`config.mk`:
```
export PLATFORM = sky130hd
export DESIGN_NAME = ppt_front
export DESIGN_NICKNAME = d
export VERILOG_FILES = /design/src/rtl/polyline_proximity_test_unit_macros.svh /design/src/rtl/ppt_pkg.sv /design/src/rtl/ppt_front.sv
export SDC_FILE = /design/constraint.sdc
export NUM_CORES = 1
export LEC_CHECK = 0
export BUFFER_PORTS_ARGS = -buffer_cell sky130_fd_sc_hd__buf_2
export CELL_PAD_IN_SITES_DETAIL_PLACEMENT = 1
export CELL_PAD_IN_SITES_GLOBAL_PLACEMENT = 2
export CORE_ASPECT_RATIO = 0.6
export CORE_UTILIZATION = 32
export CTS_CLUSTER_DIAMETER = 120
export DETAILED_ROUTE_END_ITERATION = 10
export PLACE_DENSITY_LB_ADDON = 0.1
export SYNTH_ARGS = -nofsm -noshare
export SYNTH_HDL_FRONTEND = slang
export SYNTH_SLANG_ARGS = --single-unit
```
`constraint.sdc`:
```
create_clock -name clk -period 3.4 [get_ports clk]
set_clock_uncertainty 0.2 [all_clocks]
set_input_delay 0.34 -clock clk [delete_from_list [all_inputs] [get_ports clk]]
set_output_delay 0.34 -clock clk [all_outputs]
set_load 0.01 [all_outputs]
```
`src/rtl/polyline_proximity_test_unit_macros.svh`:
```
// Assertion macros for the RTL of the polyline proximity test unit; ppt_back.sv uses them.
`ifndef POLYLINE_PROXIMITY_TEST_UNIT_MACROS_SVH
`define POLYLINE_PROXIMITY_TEST_UNIT_MACROS_SVH
`ifndef SYNTHESIS
`define PPT_ASSERT(name, prop) \
  name: assert property (@(posedge clk) disable iff (!rst_n) prop) \
    else $error("assertion failed");
`define PPT_ASSERT_ANY(name, prop) \
  name: assert property (@(posedge clk) prop) \
    else $error("assertion failed");
`else
`define PPT_ASSERT(name, prop)
`define PPT_ASSERT_ANY(name, prop)
`endif
`endif

```
`src/rtl/ppt_pkg.sv`:
```
`timescale 1ns / 1ps
package ppt_pkg;

  localparam int COORD_BITS = 16;
  localparam int DIFF_W     = COORD_BITS + 1;
  localparam int TOL_W      = 12;
  localparam int T2_W       = 2 * TOL_W;
  localparam int MUL_W      = ((DIFF_W > T2_W) ? DIFF_W : T2_W) + 1;
  localparam int PROD_W     = 2 * MUL_W;
  localparam int ABS_W      = 2 * DIFF_W - 1;
  localparam int DOT_W      = ABS_W + 1;
  localparam int ACC_BASE   = (PROD_W > 2 * ABS_W) ? PROD_W : 2 * ABS_W;
  localparam int ACC_W      = ((ACC_BASE > T2_W + ABS_W) ? ACC_BASE : T2_W + ABS_W) + 2;

  localparam int Q_DEPTH    = 2;
  localparam int Q_PTR_W    = $clog2(Q_DEPTH);
  localparam int Q_CNT_W    = $clog2(Q_DEPTH + 1);

  localparam int DATA_W     = 32;
  localparam int ADDR_W     = 3;
  localparam int REG_IDX_W  = ADDR_W - 2;
  localparam logic [REG_IDX_W-1:0] REG_TOLERANCE = '0;
  localparam logic [TOL_W-1:0]     TOL_RESET     = 12'd32;

  localparam logic CMD_QUERY  = 1'b0;
  localparam logic CMD_VERTEX = 1'b1;

  typedef logic signed [DIFF_W-1:0] diff_t;

  typedef enum logic [1:0] {
    JOB_CLEAR,
    JOB_SEG,
    JOB_FLUSH
  } job_kind_t;

  typedef struct packed {
    job_kind_t kind;
    logic      last;
    diff_t     vx;
    diff_t     vy;
    diff_t     wx;
    diff_t     wy;
    diff_t     dx;
    diff_t     dy;
  } job_t;

  typedef struct packed {
    logic full;
    logic empty;
  } q_status_t;

  typedef enum logic [4:0] {
    B_IDLE,
    B_C1A,
    B_C1B,
    B_C2A,
    B_C2B,
    B_DECIDE,
    B_W1,
    B_W2,
    B_D1,
    B_D2,
    B_X1,
    B_X2,
    B_S0,
    B_S1,
    B_S2,
    B_T0,
    B_T1,
    B_CHECK,
    B_EMIT
  } back_state_t;

endpackage

```
`src/rtl/ppt_front.sv`:
```
`timescale 1ns / 1ps
module ppt_front (
  input  logic                                 clk,
  input  logic                                 rst_n,
  input  logic                                 push,
  output logic                                 full,
  input  logic                                 in_cmd,
  input  logic signed [ppt_pkg::COORD_BITS-1:0] in_coord_x,
  input  logic signed [ppt_pkg::COORD_BITS-1:0] in_coord_y,
  input  logic                                 in_last,
  input  ppt_pkg::q_status_t                   q_status,
  output logic                                 job_push,
  output ppt_pkg::job_t                        job
);
  import ppt_pkg::*;

  logic signed [COORD_BITS-1:0] query_x_r, query_x_nxt;
  logic signed [COORD_BITS-1:0] query_y_r, query_y_nxt;
  logic signed [COORD_BITS-1:0] prev_x_r, prev_x_nxt;
  logic signed [COORD_BITS-1:0] prev_y_r, prev_y_nxt;
  logic                         have_prev_r, have_prev_nxt;
  logic                         accept;
  diff_t                        xe, ye, pxe, pye, qxe, qye;

  assign full   = q_status.full;
  assign accept = push && !q_status.full;

  assign xe  = DIFF_W'(in_coord_x);
  assign ye  = DIFF_W'(in_coord_y);
  assign pxe = DIFF_W'(prev_x_r);
  assign pye = DIFF_W'(prev_y_r);
  assign qxe = DIFF_W'(query_x_r);
  assign qye = DIFF_W'(query_y_r);

  always_comb begin
    job.last = in_last;
    job.vx   = xe - pxe;
    job.vy   = ye - pye;
    job.wx   = qxe - pxe;
    job.wy   = qye - pye;
    job.dx   = qxe - xe;
    job.dy   = qye - ye;
    if (in_cmd == CMD_QUERY) begin
      job.kind = JOB_CLEAR;
    end else if (have_prev_r) begin
      job.kind = JOB_SEG;
    end else begin
      job.kind = JOB_FLUSH;
    end
    job_push = accept && ((in_cmd == CMD_QUERY) || have_prev_r || in_last);
  end

  always_comb begin
    query_x_nxt   = query_x_r;
    query_y_nxt   = query_y_r;
    prev_x_nxt    = prev_x_r;
    prev_y_nxt    = prev_y_r;
    have_prev_nxt = have_prev_r;
    if (accept) begin
      if (in_cmd == CMD_QUERY) begin
        query_x_nxt = in_coord_x;
        query_y_nxt = in_coord_y;
      end else begin
        prev_x_nxt    = in_coord_x;
        prev_y_nxt    = in_coord_y;
        have_prev_nxt = !in_last;
      end
    end
  end

  always_ff @(posedge clk) begin
    if (!rst_n) begin
      query_x_r   <= '0;
      query_y_r   <= '0;
      prev_x_r    <= '0;
      prev_y_r    <= '0;
      have_prev_r <= 1'b0;
    end else begin
      query_x_r   <= query_x_nxt;
      query_y_r   <= query_y_nxt;
      prev_x_r    <= prev_x_nxt;
      prev_y_r    <= prev_y_nxt;
      have_prev_r <= have_prev_nxt;
    end
  end

endmodule

```
Word level (Yosys, flattened, before mapping). Cells that the tools add are included.

Reductions and logical operators: 8. Multiplexer cells: 2. $add $sub $neg: 6. Bitwise logic cells: 1.

Operators with widths (count): $sub A16 B16 Y17 (6); $mux W2 (2); $reduce_and A2 Y1 (2); $logic_and A1 B1 Y1 (2); $logic_not A1 Y1 (2); $logic_or A1 B1 Y1 (2); $not A1 Y1 (1).

Bits in registers: 65. Output and inout bits: 107. Input port bits: 39. Logic and storage cells: 22.

Logic depth before layout (Yosys ltp).
Depth in word-level cells: 4. Gate-level depth with buffers: 9. Gate-level depth less buffers: 9.

Worst setup path before layout. OpenSTA, ideal clock, no wires.

Kind: flip-flop to output port. From: register prev_y_r[1]. To: output port job[49] (netlist bit). Cell stages (with the launch flop): 9. Path slack: 0.625 ns. Arrival time: 2.235 ns. Buffers on the path: 0. Required time: 2.860 ns. Cell sequence: dfxtp_1 -> inv_1 -> ha_1 -> nor2b_4 -> o31a_1 -> or4_4 -> a31o_2 -> a311oi_2 -> xnor2_1.

RTL lines: from (decl) (RTL line ppt_front.sv:20) `logic signed [COORD_BITS-1:0] prev_y_r, prev_y_nxt;`; from (signal assigned) (RTL line ppt_front.sv:82) `prev_y_r <= prev_y_nxt;`; to (decl) (RTL line ppt_front.sv:13) `output ppt_pkg::job_t job`.

==> results.toml <==
[floorplanning]
die_height_um = 118
fp-row-count = 42
fp.dieArea_mm2 = 0.0231
start_util_pct = 32.7
die_w_um = 196
ios = 146
core_mm2 = 0.0220

[pwr]
power_mw = 3.22
power_frac_comb_pct = 44.3
clkPwrFrac_pct = 30.6
p_sw_share_pct = 37.5
cellPowerDensity_mw_per_mm2 = 371
p_int_mw = 2.01
max-vdd-ir-drop_mv = 0.242
power_leakage_nw = 4.01
p_switching_mw = 1.21
p_seq_share_pct = 25.1

[cells_and_area]
diodes = 0
area_growth_pct = 20.7
nNetsFinal = 1262
drive_gt1_share_pct = 18.7

[routing]
drtIter0Drc = 325
ant_nets = 0
drc = 0
avgRoutedWirePerCell_um = 18.3
num_vias = 7315
routed_via_density = 5.18
routed_wl_um = 25800
drtPass1Iterations = 4

[critical_path]
cp-end-kind = "output port"
slowest_stage = "or4_4"
r2r-end = "query_x_r[15]$_SDFFE_PN0P_"
cp.required_ps = 2860
critical_path_class = "reg -> out"
reg2reg_depth = 2
startpoint = "prev_y_r[1]$_SDFFE_PN0P_"
critPathLaunchType = "register"
slowest_delay_ps = 470
rrSetupSlack_ps = 2440
crit_chain = "inv_1 > ha_1 > nor2b_4 > o31a_1 > or4_4 > a31o_4 > a311oi_2 > xnor2_1 > buf_2"
worstPathArrival_ps = 2770
path_max_fanout = 4
r2r_start = "query_x_r[15]$_SDFFE_PN0P_"

[sta]
timing.final.hold_violations = 0
fin_ws_ps = 87.3
tightest_slew_ps = 840
fin_crit_ps = 3310
maxSlewViolCount = 0
finalCritPeriodShare_pct = 97.4
finalSetupViolCount = 0
rsz0062_at_grt = "yes"
max_freq_mhz = 302
maxSlewHeadroom_pct = 43.8
holdWs_ps = 93.9

[clock_network]
cts-buffers-inserted = 9
clk_pin_slew_worst_paths_ps = 60
ctsRootBufferMaster = "clkbuf_16"
hold_buffers = 0
postCtsSetupBuffers = 0
clock-sinks = 65
clock_latency_ps = 330
clk_path_buf_depth = 2
h-tree-depth = 3
cts_tree = "yes"

[synth]
ys_seq_area_share_pct = 18.1
synth_edf_count = 0
synth_area_leaders = "dfxtp_1, ha_1, nand2_1, a21boi_0, xnor2_1"
synth_seq_cells = 65
synthesis.nets = 1122
async_flop_share_pct = 0
yosys.area.top_type = "dfxtp_1"
yosys.cell_count.top_type = "nand2_1"
syn_inst = 981
synth_ff_type = "dfxtp_1"
syn_area_mm2 = 0.00719
synth.avg_cell_area_um2 = 7.33
synthDistinctLibCells = 61
yosys-top-cells-count = "nand2_1, inv_1, ha_1, a21oi_1, dfxtp_1"
synth_top_area_share_pct = 18.1
yosys_warnings = 0

[global_routing]
grt_max_degree = 40
overflow = 0
grt_pass1_vias = 6954
antenna_found_initial = 0
grt_usage_pct = 22.5
grt_first_pass_wirelength_um = 40300

[min_path]
min_from = "in_coord_x[0]"
worstHoldPathCells = 3
hp-class = "in -> reg"
whs_endpoint = "query_x_r[0]$_SDFFE_PN0P_"

[status]
outcome = "finished clean"

[place]
place_congestion = 0.870
dp_hpwl_um = 20800
dp_slack_ps = 163
io_buffers = 144

[run]
maxCapViolCount = 0
[state kept, by name, indices dropped and copies added, names as in the netlist]
signal and flops:
query_x_r 16, prev_x_r 16, query_y_r 16, have_prev_r 1, prev_y_r 16
[per-layer routing]
metal	track usage, %	routed length [um]
met5	0	0
met4	2.66	80
met3	4.67	1150
met2	29.2	9650
met1	37.0	14900
[kinds of logic after synthesis]
kind of cell	after synthesis	share of synthesized area [%]
AOI/OAI and AO/OA	299	27.9
adders and majority gates	102	18.4
buffers and inverters	134	7.10
xor gates and xnor gates	74	9.01
DFF	65	18.1
and+or+nand+nor	307	19.5
[critical path, delay by kind of cell (launching register included)]
kind	cells	cell delay, ps
adder cells (fa/ha/maj)	1	260
XOR/XNOR	1	140
flip-flops	1	380
AO/OA/AOI/OAI	3	850
AND/OR/NAND/NOR	2	600
buffers and inverters	2	200
[how the worst max path moves through the flow]
stage / endpoint / slack (ps) / cells past startpoint
after floorplan: job[49] / 630 / 8
after global placement: job[84] / 220 / 11
after detailed placement: job[14] / 160 / 10
after CTS: job[49] / 20 / 9
after global routing: job[46] / -50 / 12
final: job[49] / 90 / 9
[cell type report]
type                       count  area (um2)
fill                        2782       13300
clock buffer                  14         274
inverter                     104         390
multi-input combinational    782        5480
timing repair buffer         159         833
sequential                    65        1310
clock inverter                 2        35.0
tap                          286         358
[placed cells by master (no fill, tap or decap), types with 5 or more instances in the layout]
| master | count |
|---|---|
| nor3_1 | 6 |
| o21ai_0 | 39 |
| nand3b_1 | 5 |
| xnor2_1 | 52 |
| inv_1 | 104 |
| nor2_1 | 41 |
| o21a_1 | 17 |
| nand2_1 | 166 |
| a21o_1 | 32 |
| a21boi_0 | 64 |
| a21oi_1 | 72 |
| clkbuf_16 | 9 |
| a31oi_1 | 6 |
| fa_1 | 5 |
| o211ai_1 | 5 |
| nand2b_1 | 11 |
| buf_4 | 15 |
| nor2b_1 | 17 |
| dfxtp_1 | 63 |
| buf_2 | 144 |
| or2_2 | 6 |
| xor2_1 | 22 |
| and2_1 | 7 |
| and3_1 | 6 |
| nand3_1 | 19 |
| ha_1 | 95 |
[per-stage QoR]
step	instances	TNS, ps	area [um2]	util, %
after CTS	1412	0	8580	39.0
after global placement	1396	0	8270	37.5
after detailed placement	1396	0	8270	37.5
final	1412	0	8680	39.4
after floorplan	981	0	7190	-
after global routing	1412	-62.7	8680	39.4
[power groups by stage]
stage	Sequential, mW	Combinational, mW	Clock, mW
2_1_floorplan	0.818	0.866	0
3_5_place_dp	0.825	1.38	0
3_3_place_gp	0.824	1.38	0
5_1_grt	0.811	1.55	1.06
4_1_cts	0.808	1.40	1.01
6_report	0.808	1.43	0.983
[repair_timing]
item	in CTS	in global routing
pin swaps	1	2
gates resized for setup	4	24
setup endpoints to repair	6	22
Note: power is estimated with default switching activity, not from simulation.
