--- src/rtl/polyline_proximity_test_unit_macros.svh ---
// Assertion macros for the RTL of the polyline proximity test unit; ppt_back.sv uses them.
`ifndef POLYLINE_PROXIMITY_TEST_UNIT_MACROS_SVH
`define POLYLINE_PROXIMITY_TEST_UNIT_MACROS_SVH
`ifndef SYNTHESIS
`define PPT_ASSERT(name, prop) \
  name: assert property (@(posedge clk) disable iff (!rst_n) prop) \
    else $error("assertion failed");
`define PPT_ASSERT_ANY(name, prop) \
  name: assert property (@(posedge clk) prop) \
    else $error("assertion failed");
`else
`define PPT_ASSERT(name, prop)
`define PPT_ASSERT_ANY(name, prop)
`endif
`endif

--- src/rtl/ppt_pkg.sv ---
`timescale 1ns / 1ps
package ppt_pkg;

  localparam int COORD_BITS = 16;
  localparam int DIFF_W     = COORD_BITS + 1;
  localparam int TOL_W      = 12;
  localparam int T2_W       = 2 * TOL_W;
  localparam int MUL_W      = ((DIFF_W > T2_W) ? DIFF_W : T2_W) + 1;
  localparam int PROD_W     = 2 * MUL_W;
  localparam int ABS_W      = 2 * DIFF_W - 1;
  localparam int DOT_W      = ABS_W + 1;
  localparam int ACC_BASE   = (PROD_W > 2 * ABS_W) ? PROD_W : 2 * ABS_W;
  localparam int ACC_W      = ((ACC_BASE > T2_W + ABS_W) ? ACC_BASE : T2_W + ABS_W) + 2;

  localparam int Q_DEPTH    = 2;
  localparam int Q_PTR_W    = $clog2(Q_DEPTH);
  localparam int Q_CNT_W    = $clog2(Q_DEPTH + 1);

  localparam int DATA_W     = 32;
  localparam int ADDR_W     = 3;
  localparam int REG_IDX_W  = ADDR_W - 2;
  localparam logic [REG_IDX_W-1:0] REG_TOLERANCE = '0;
  localparam logic [TOL_W-1:0]     TOL_RESET     = 12'd32;

  localparam logic CMD_QUERY  = 1'b0;
  localparam logic CMD_VERTEX = 1'b1;

  typedef logic signed [DIFF_W-1:0] diff_t;

  typedef enum logic [1:0] {
    JOB_CLEAR,
    JOB_SEG,
    JOB_FLUSH
  } job_kind_t;

  typedef struct packed {
    job_kind_t kind;
    logic      last;
    diff_t     vx;
    diff_t     vy;
    diff_t     wx;
    diff_t     wy;
    diff_t     dx;
    diff_t     dy;
  } job_t;

  typedef struct packed {
    logic full;
    logic empty;
  } q_status_t;

  typedef enum logic [4:0] {
    B_IDLE,
    B_C1A,
    B_C1B,
    B_C2A,
    B_C2B,
    B_DECIDE,
    B_W1,
    B_W2,
    B_D1,
    B_D2,
    B_X1,
    B_X2,
    B_S0,
    B_S1,
    B_S2,
    B_T0,
    B_T1,
    B_CHECK,
    B_EMIT
  } back_state_t;

endpackage

--- src/rtl/ppt_queue.sv ---
`timescale 1ns / 1ps
module ppt_queue (
  input  logic               clk,
  input  logic               rst_n,
  input  logic               wr_en,
  input  ppt_pkg::job_t      wr_job,
  input  logic               rd_en,
  output ppt_pkg::job_t      rd_job,
  output ppt_pkg::q_status_t status
);
  import ppt_pkg::*;

  job_t                entry_r [Q_DEPTH];
  logic [Q_PTR_W-1:0]  wr_ptr_r, wr_ptr_nxt;
  logic [Q_PTR_W-1:0]  rd_ptr_r, rd_ptr_nxt;
  logic [Q_CNT_W-1:0]  count_r, count_nxt;
  logic                do_wr, do_rd;

  assign status.full  = (count_r == Q_CNT_W'(Q_DEPTH));
  assign status.empty = (count_r == '0);
  assign do_wr        = wr_en && !status.full;
  assign do_rd        = rd_en && !status.empty;
  assign rd_job       = entry_r[rd_ptr_r];

  always_comb begin
    wr_ptr_nxt = wr_ptr_r;
    rd_ptr_nxt = rd_ptr_r;
    count_nxt  = count_r;
    if (do_wr) begin
      wr_ptr_nxt = (wr_ptr_r == Q_PTR_W'(Q_DEPTH - 1)) ? '0 : wr_ptr_r + 1'b1;
    end
    if (do_rd) begin
      rd_ptr_nxt = (rd_ptr_r == Q_PTR_W'(Q_DEPTH - 1)) ? '0 : rd_ptr_r + 1'b1;
    end
    if (do_wr && !do_rd) begin
      count_nxt = count_r + 1'b1;
    end else if (do_rd && !do_wr) begin
      count_nxt = count_r - 1'b1;
    end
  end

  always_ff @(posedge clk) begin
    if (do_wr) begin
      entry_r[wr_ptr_r] <= wr_job;
    end
  end

  always_ff @(posedge clk) begin
    if (!rst_n) begin
      wr_ptr_r <= '0;
      rd_ptr_r <= '0;
      count_r  <= '0;
    end else begin
      wr_ptr_r <= wr_ptr_nxt;
      rd_ptr_r <= rd_ptr_nxt;
      count_r  <= count_nxt;
    end
  end

endmodule

--- config.mk ---
export PLATFORM = sky130hd
export DESIGN_NAME = ppt_queue
export DESIGN_NICKNAME = d
export VERILOG_FILES = /design/src/rtl/polyline_proximity_test_unit_macros.svh /design/src/rtl/ppt_pkg.sv /design/src/rtl/ppt_queue.sv
export SDC_FILE = /design/constraint.sdc
export NUM_CORES = 1
export LEC_CHECK = 0
export ABC_AREA = 1
export BUFFER_PORTS_ARGS = -buffer_cell sky130_fd_sc_hd__clkbuf_2
export CAP_MARGIN = 30
export CORE_MARGIN = 2
export CORE_UTILIZATION = 30
export CTS_BUF_LIST = sky130_fd_sc_hd__clkbuf_4
export DETAILED_ROUTE_END_ITERATION = 10
export GPL_TIMING_DRIVEN = 0
export PLACE_DENSITY_LB_ADDON = 0.15
export SLEW_MARGIN = 20
export SYNTH_ARGS = -nofsm -noshare
export SYNTH_HDL_FRONTEND = slang
export SYNTH_SLANG_ARGS = --single-unit
--- constraint.sdc ---
create_clock -name clk -period 17.2 [get_ports clk]
set_clock_uncertainty 0.15 [all_clocks]
set_input_delay 2.58 -clock clk [delete_from_list [all_inputs] [get_ports clk]]
set_output_delay 2.58 -clock clk [all_outputs]
set_load 0.005 [all_outputs]
After elaboration in Yosys (flattened, before gate mapping)
Memories as Yosys holds them, arrays and structs flattened. A register that Yosys moved wholly into a read port is not among the register bits.
Index checks and enable logic that the tools add are counted.
- register bits: 4
- memory bits (writable): 210
- input port bits: 109
- output and inout bits: 107
- word-level logic and storage cells: 27
- memories: 1
- memory list (name ; words ; bits a word ; rd ports ; clocked after Yosys merged registers in ; write ports ; line ; source):
    entry_r ; 2 ; 105 ; 1 ; 1 ; 1 ; ppt_queue.sv:13 ; job_t entry_r [Q_DEPTH];
- add/sub/neg operators: 4
- eq/ne operators: 1
- muxes and demuxes: 8
- reduce and logical (&&, ||, !) cells: 10
- operators with widths (operator ; count):
    1-bit 2-to-1 mux ; 6
    1-bit logical AND ; 4
    1-bit logical NOT ; 4
    2-bit 2-to-1 mux ; 2
    1-bit adder (second input constant) ; 2
    2-bit by 1-bit adder with 2-bit output (second input constant) ; 1
    2-bit equality test (second input constant) ; 1
    2-bit logical NOT ; 1
    2-bit nonzero test ; 1
    2-bit by 1-bit subtractor with 2-bit output (second input constant) ; 1

Logic depth before layout (Yosys ltp)
- word-level depth: 7
- gate-level depth with buffers: 10
- mapped depth without buffers: 10

Worst setup path before layout
OpenSTA, ideal clock, no wires.
- path kind: input to register
- from: input port wr_en
- to: memory entry_r[0][0] in the netlist's numbering (enable)
- library setup time: 0.570 ns
- arrival: 7.104 ns
- data required time: 16.480 ns
- slack: 9.376 ns
- stages on the path: 2
- buffers on the path: 0
- cell sequence: o21ai_0 nor2_1
- word-level cells in the longest chain between the ends: 3
- RTL lines (item ; line ; source):
    start: declaration ; ppt_queue.sv:5 ; input logic wr_en,
    1-bit logical AND ; ppt_queue.sv:21 ; assign do_wr = wr_en && !status.full;
    1-bit 2-to-1 mux ; ppt_queue.sv:43 ; if (do_wr) begin
    1-bit 2-to-1 mux (implied by the code) ; ppt_queue.sv:44 ; entry_r[wr_ptr_r] <= wr_job;
    end: declaration ; ppt_queue.sv:13 ;
Every way passes these cells.

==> results.md <==
* Run status: completed
* Initial cell density of the core at 30.28%
* Worst path slowest cell: sky130_fd_sc_hd__mux2_2
* Seq/Total Area, Yosys at between 70 and 80%
* Total wirelength of the detailed-routed design at about 16,000 um
* Clock network fraction of design power at between 30 and 40%
* Sw frac at approximately 25%
* Clock buffer count from CTS at 56
* Register share of total power at 45.5%
* Unrepaired setup endpoints after global routing: false
* Unique cell type count in the Yosys netlist at 16
* Number of ports placed on the die boundary at 216
* Arrival time of the worst setup path at slightly below 2000 ps
* Highest fanout seen on the critical path at 10
* Most instantiated flip-flop cell in the synthesis netlist: sky130_fd_sc_hd__edfxtp_1
* Antenna violations before repair at 1
* DRC marker count from the first detailed-route iteration at approximately 130
* Vertical extent of the die at 168 um
* Post-route antenna net violation count at 0
* Number of max-cap violations at 0
* Category of the critical setup timing path: reg2out
* Total congestion overflow at 0
* Pre-Repair DR Iteration Count at 4
* Post-layout instance count excluding filler cells at a little over 1,000
* Post-route worst setup slack at between 10,000 and 15,000 ps
* Placed cell count at just over 900
* Total power at roughly 1.5 mW
* Detailed placement HPWL at between 10,000 and 15,000 um
* Clk_lat worst skew at around 630 ps
* Fin. Hold Viols at 0
* Global placer's final weighted congestion at 0.6967
* Number of standard-cell rows in the floorplan at 60
* Sinks on Clock Net at approximately 220
* Fraction of layout instances using a drive strength above 1 at about 63%
* Global-route wire length before repair at approximately 25,000 um
* Die footprint at roughly 28,000 um^2
* Path type of the worst min-delay path: reg2reg
* DR vias/cell at ~4.2
* Die extent in x at ~170 um
* TNS Setup at 0 ps
* EDFF count, synth at 210
* Final net count at around 760
* Number of synthesis warnings at 0
* Via count at approximately 4,300
* Setup fix buffers added after clock tree synthesis at 0
* H-tree levels at 2
* Most common cell after layout, fill and taps aside: sky130_fd_sc_hd__clkbuf_2
* Post-CTS resize count at 0
* Core box area at approximately 27,000 um^2
* Data required, critical path at 14,470 ps
* Number of global-route vias before repair at around 4,800
* Number of buffer cells added on primary ports at 215
* Average wire per cell in the routed design at 16.01 um
* Commonest cells after routing, fill and taps aside: 215 x sky130_fd_sc_hd__clkbuf_2, 210 x sky130_fd_sc_hd__edfxtp_1, 82 x sky130_fd_sc_hd__clkbuf_4, 55 x sky130_fd_sc_hd__mux2_2, 50 x sky130_fd_sc_hd__mux2_4
* Placed cell areas at about 9800 um^2
* Family of cells with the greatest summed delay on the critical path: buffers and inverters
* Quantity of hold-fixing buffers added after cts at 0
* Finished layout cell area at 10,590 um^2
* Category of the worst setup path launch point: flip-flop
* Number of instances in the synthesized netlist at ~370
* Combined global-route utilization of all metal layers at a little under an eighth
* Total internal power at 1.113 mW
* Area Overhead vs Synth at 31.21%
* CTS tree: done
* Power share of the combinational group at approximately 24%
* Delay of the slowest cell on the worst path at approximately 380 ps
* Sort of element at the end of the critical path: primary output
* Post-Synthesis Mean Instance Area at 22.11 um^2
* Transition at the pin with the smallest max-transition slack at slightly above 800 ps
* Summed instance area of the synthesized netlist at between 8000 and 9000 um^2
* IR Drop Worst-Case VDD at slightly below 0.07 mV
* Count of buffering cells on the critical path with inverters included at 3
* Final design utilization at 39.73%
* Pre-CTS setup slack at 12,530 ps
* Chain of cells forming the critical path: buf_6, buf_2, mux2_2, clkbuf_2
* Largest net degree at the start of global routing at 25
* Net count of the mapped netlist at 475
* Fmax achieved at ~210 MHz
* Share of the cycle needed by the critical path after routing at a little over a quarter
* Clock Path Buffers at 3
* Sw Pwr at roughly 380 uW
* Setup violators final at 0
* Total count of max-transition violations in the final report at 0
* Clock transition time at the flip-flop clock pins of the worst setup and hold paths at 60 ps
* Relative slew slack at between 40% and 50%
* Min cycle time layout at about 4700 ps
* Leakage power of the design at ~4.2 nW
* FF+latch count, synth at ~220
* Share of async-settable or async-resettable flops after synthesis at 0%
* Cell at the root of the clock tree: sky130_fd_sc_hd__clkbuf_4
* Power density normalized to cell area at ~140 nW/um^2
* Worst Hold Slack at 348.4 ps
* Number of design rule violations left after detail routing at 0
[logic make-up (layout without fill, tap and decap cells)]
| family | Yosys count | after routing | share of synthesized area (%) |
|---|---|---|---|
| buffers and inverters | 21 | 339 | 2.295 |
| other | 0 | 2 | 0 |
| AO/OA/AOI/OAI | 4 | 4 | 0.2480 |
| AND/OR/NAND/NOR | 19 | 19 | 0.9304 |
| flip-flops | 215 | 215 | 79.39 |
| adder cells (fa/ha/maj) | 1 | 1 | 0.1550 |
| multiplexers | 105 | 105 | 16.98 |
[power groups by stage]
stage	sequential (mW)	combinational, mW	clock (mW)
after CTS	0.679	0.371	0.475
after detailed placement	0.690	0.370	0
after global placement	0.709	0.335	0
after floorplan	0.698	0.204	0
final	0.678	0.361	0.452
after global routing	0.684	0.394	0.502
[state kept, by name, summed over array words and instances (netlist names), named ones only]
| name | flops |
|---|---|
| entry_r | 210 |
| wr_ptr_r | 1 |
| rd_ptr_r | 1 |
| count_r | 2 |
[layer usage]
layer  vias up  wire, um  global-route usage, %
met1      2090      6674                  13.37
met2       191      7794                  19.21
li1       2032         -                      -
met3        35      1524                  5.007
met4         0       429                  4.650
met5         -         0                      0
[cell usage after synthesis (3+ instances only)]
cell type	number	area [um^2]
sky130_fd_sc_hd__nor2_1	11	41.29
sky130_fd_sc_hd__nand2_1	6	22.52
sky130_fd_sc_hd__mux2_2	55	619.3
sky130_fd_sc_hd__o21ai_0	3	15.01
sky130_fd_sc_hd__mux2_4	50	750.7
sky130_fd_sc_hd__buf_12	5	100.1
sky130_fd_sc_hd__dfxtp_1	5	100.1
sky130_fd_sc_hd__inv_1	9	33.78
sky130_fd_sc_hd__edfxtp_1	210	6306
sky130_fd_sc_hd__buf_2	5	25.02
[tightest hold or removal path: cells and delay by family, from the launching register on]
family           cells  cell delay (ps)
DFF                  1              330
and+or+nand+nor      2              140
[area by class of cell]
type / instances / area [um^2]
Fill cell: 2481 / 16060
Antenna cell: 2 / 5.005
Multi-Input combinational cell: 129 / 1493
Tap cell: 341 / 426.7
Timing Repair Buffer: 225 / 1336
Sequential cell: 215 / 6406
Buffer: 12 / 151.4
Clock buffer: 82 / 615.6
Inverter: 9 / 33.78
Clock inverter: 11 / 120.1
[worst paths after layout]
path	cells after the start	start	to	slack, ps
hold / removal	2	rd_ptr_r$_SDFFE_PN0P_	rd_ptr_r$_SDFFE_PN0P_	350
hold reg to reg	2	rd_ptr_r$_SDFFE_PN0P_	rd_ptr_r$_SDFFE_PN0P_	350
setup reg to reg	5	count_r[0]$_SDFFE_PN0P_	entry_r[0][72]$_DFFE_PP_	14760
setup / recovery	4	flip-flop	rd_job[25]	12510
Power figures use the tool's default switching activity.
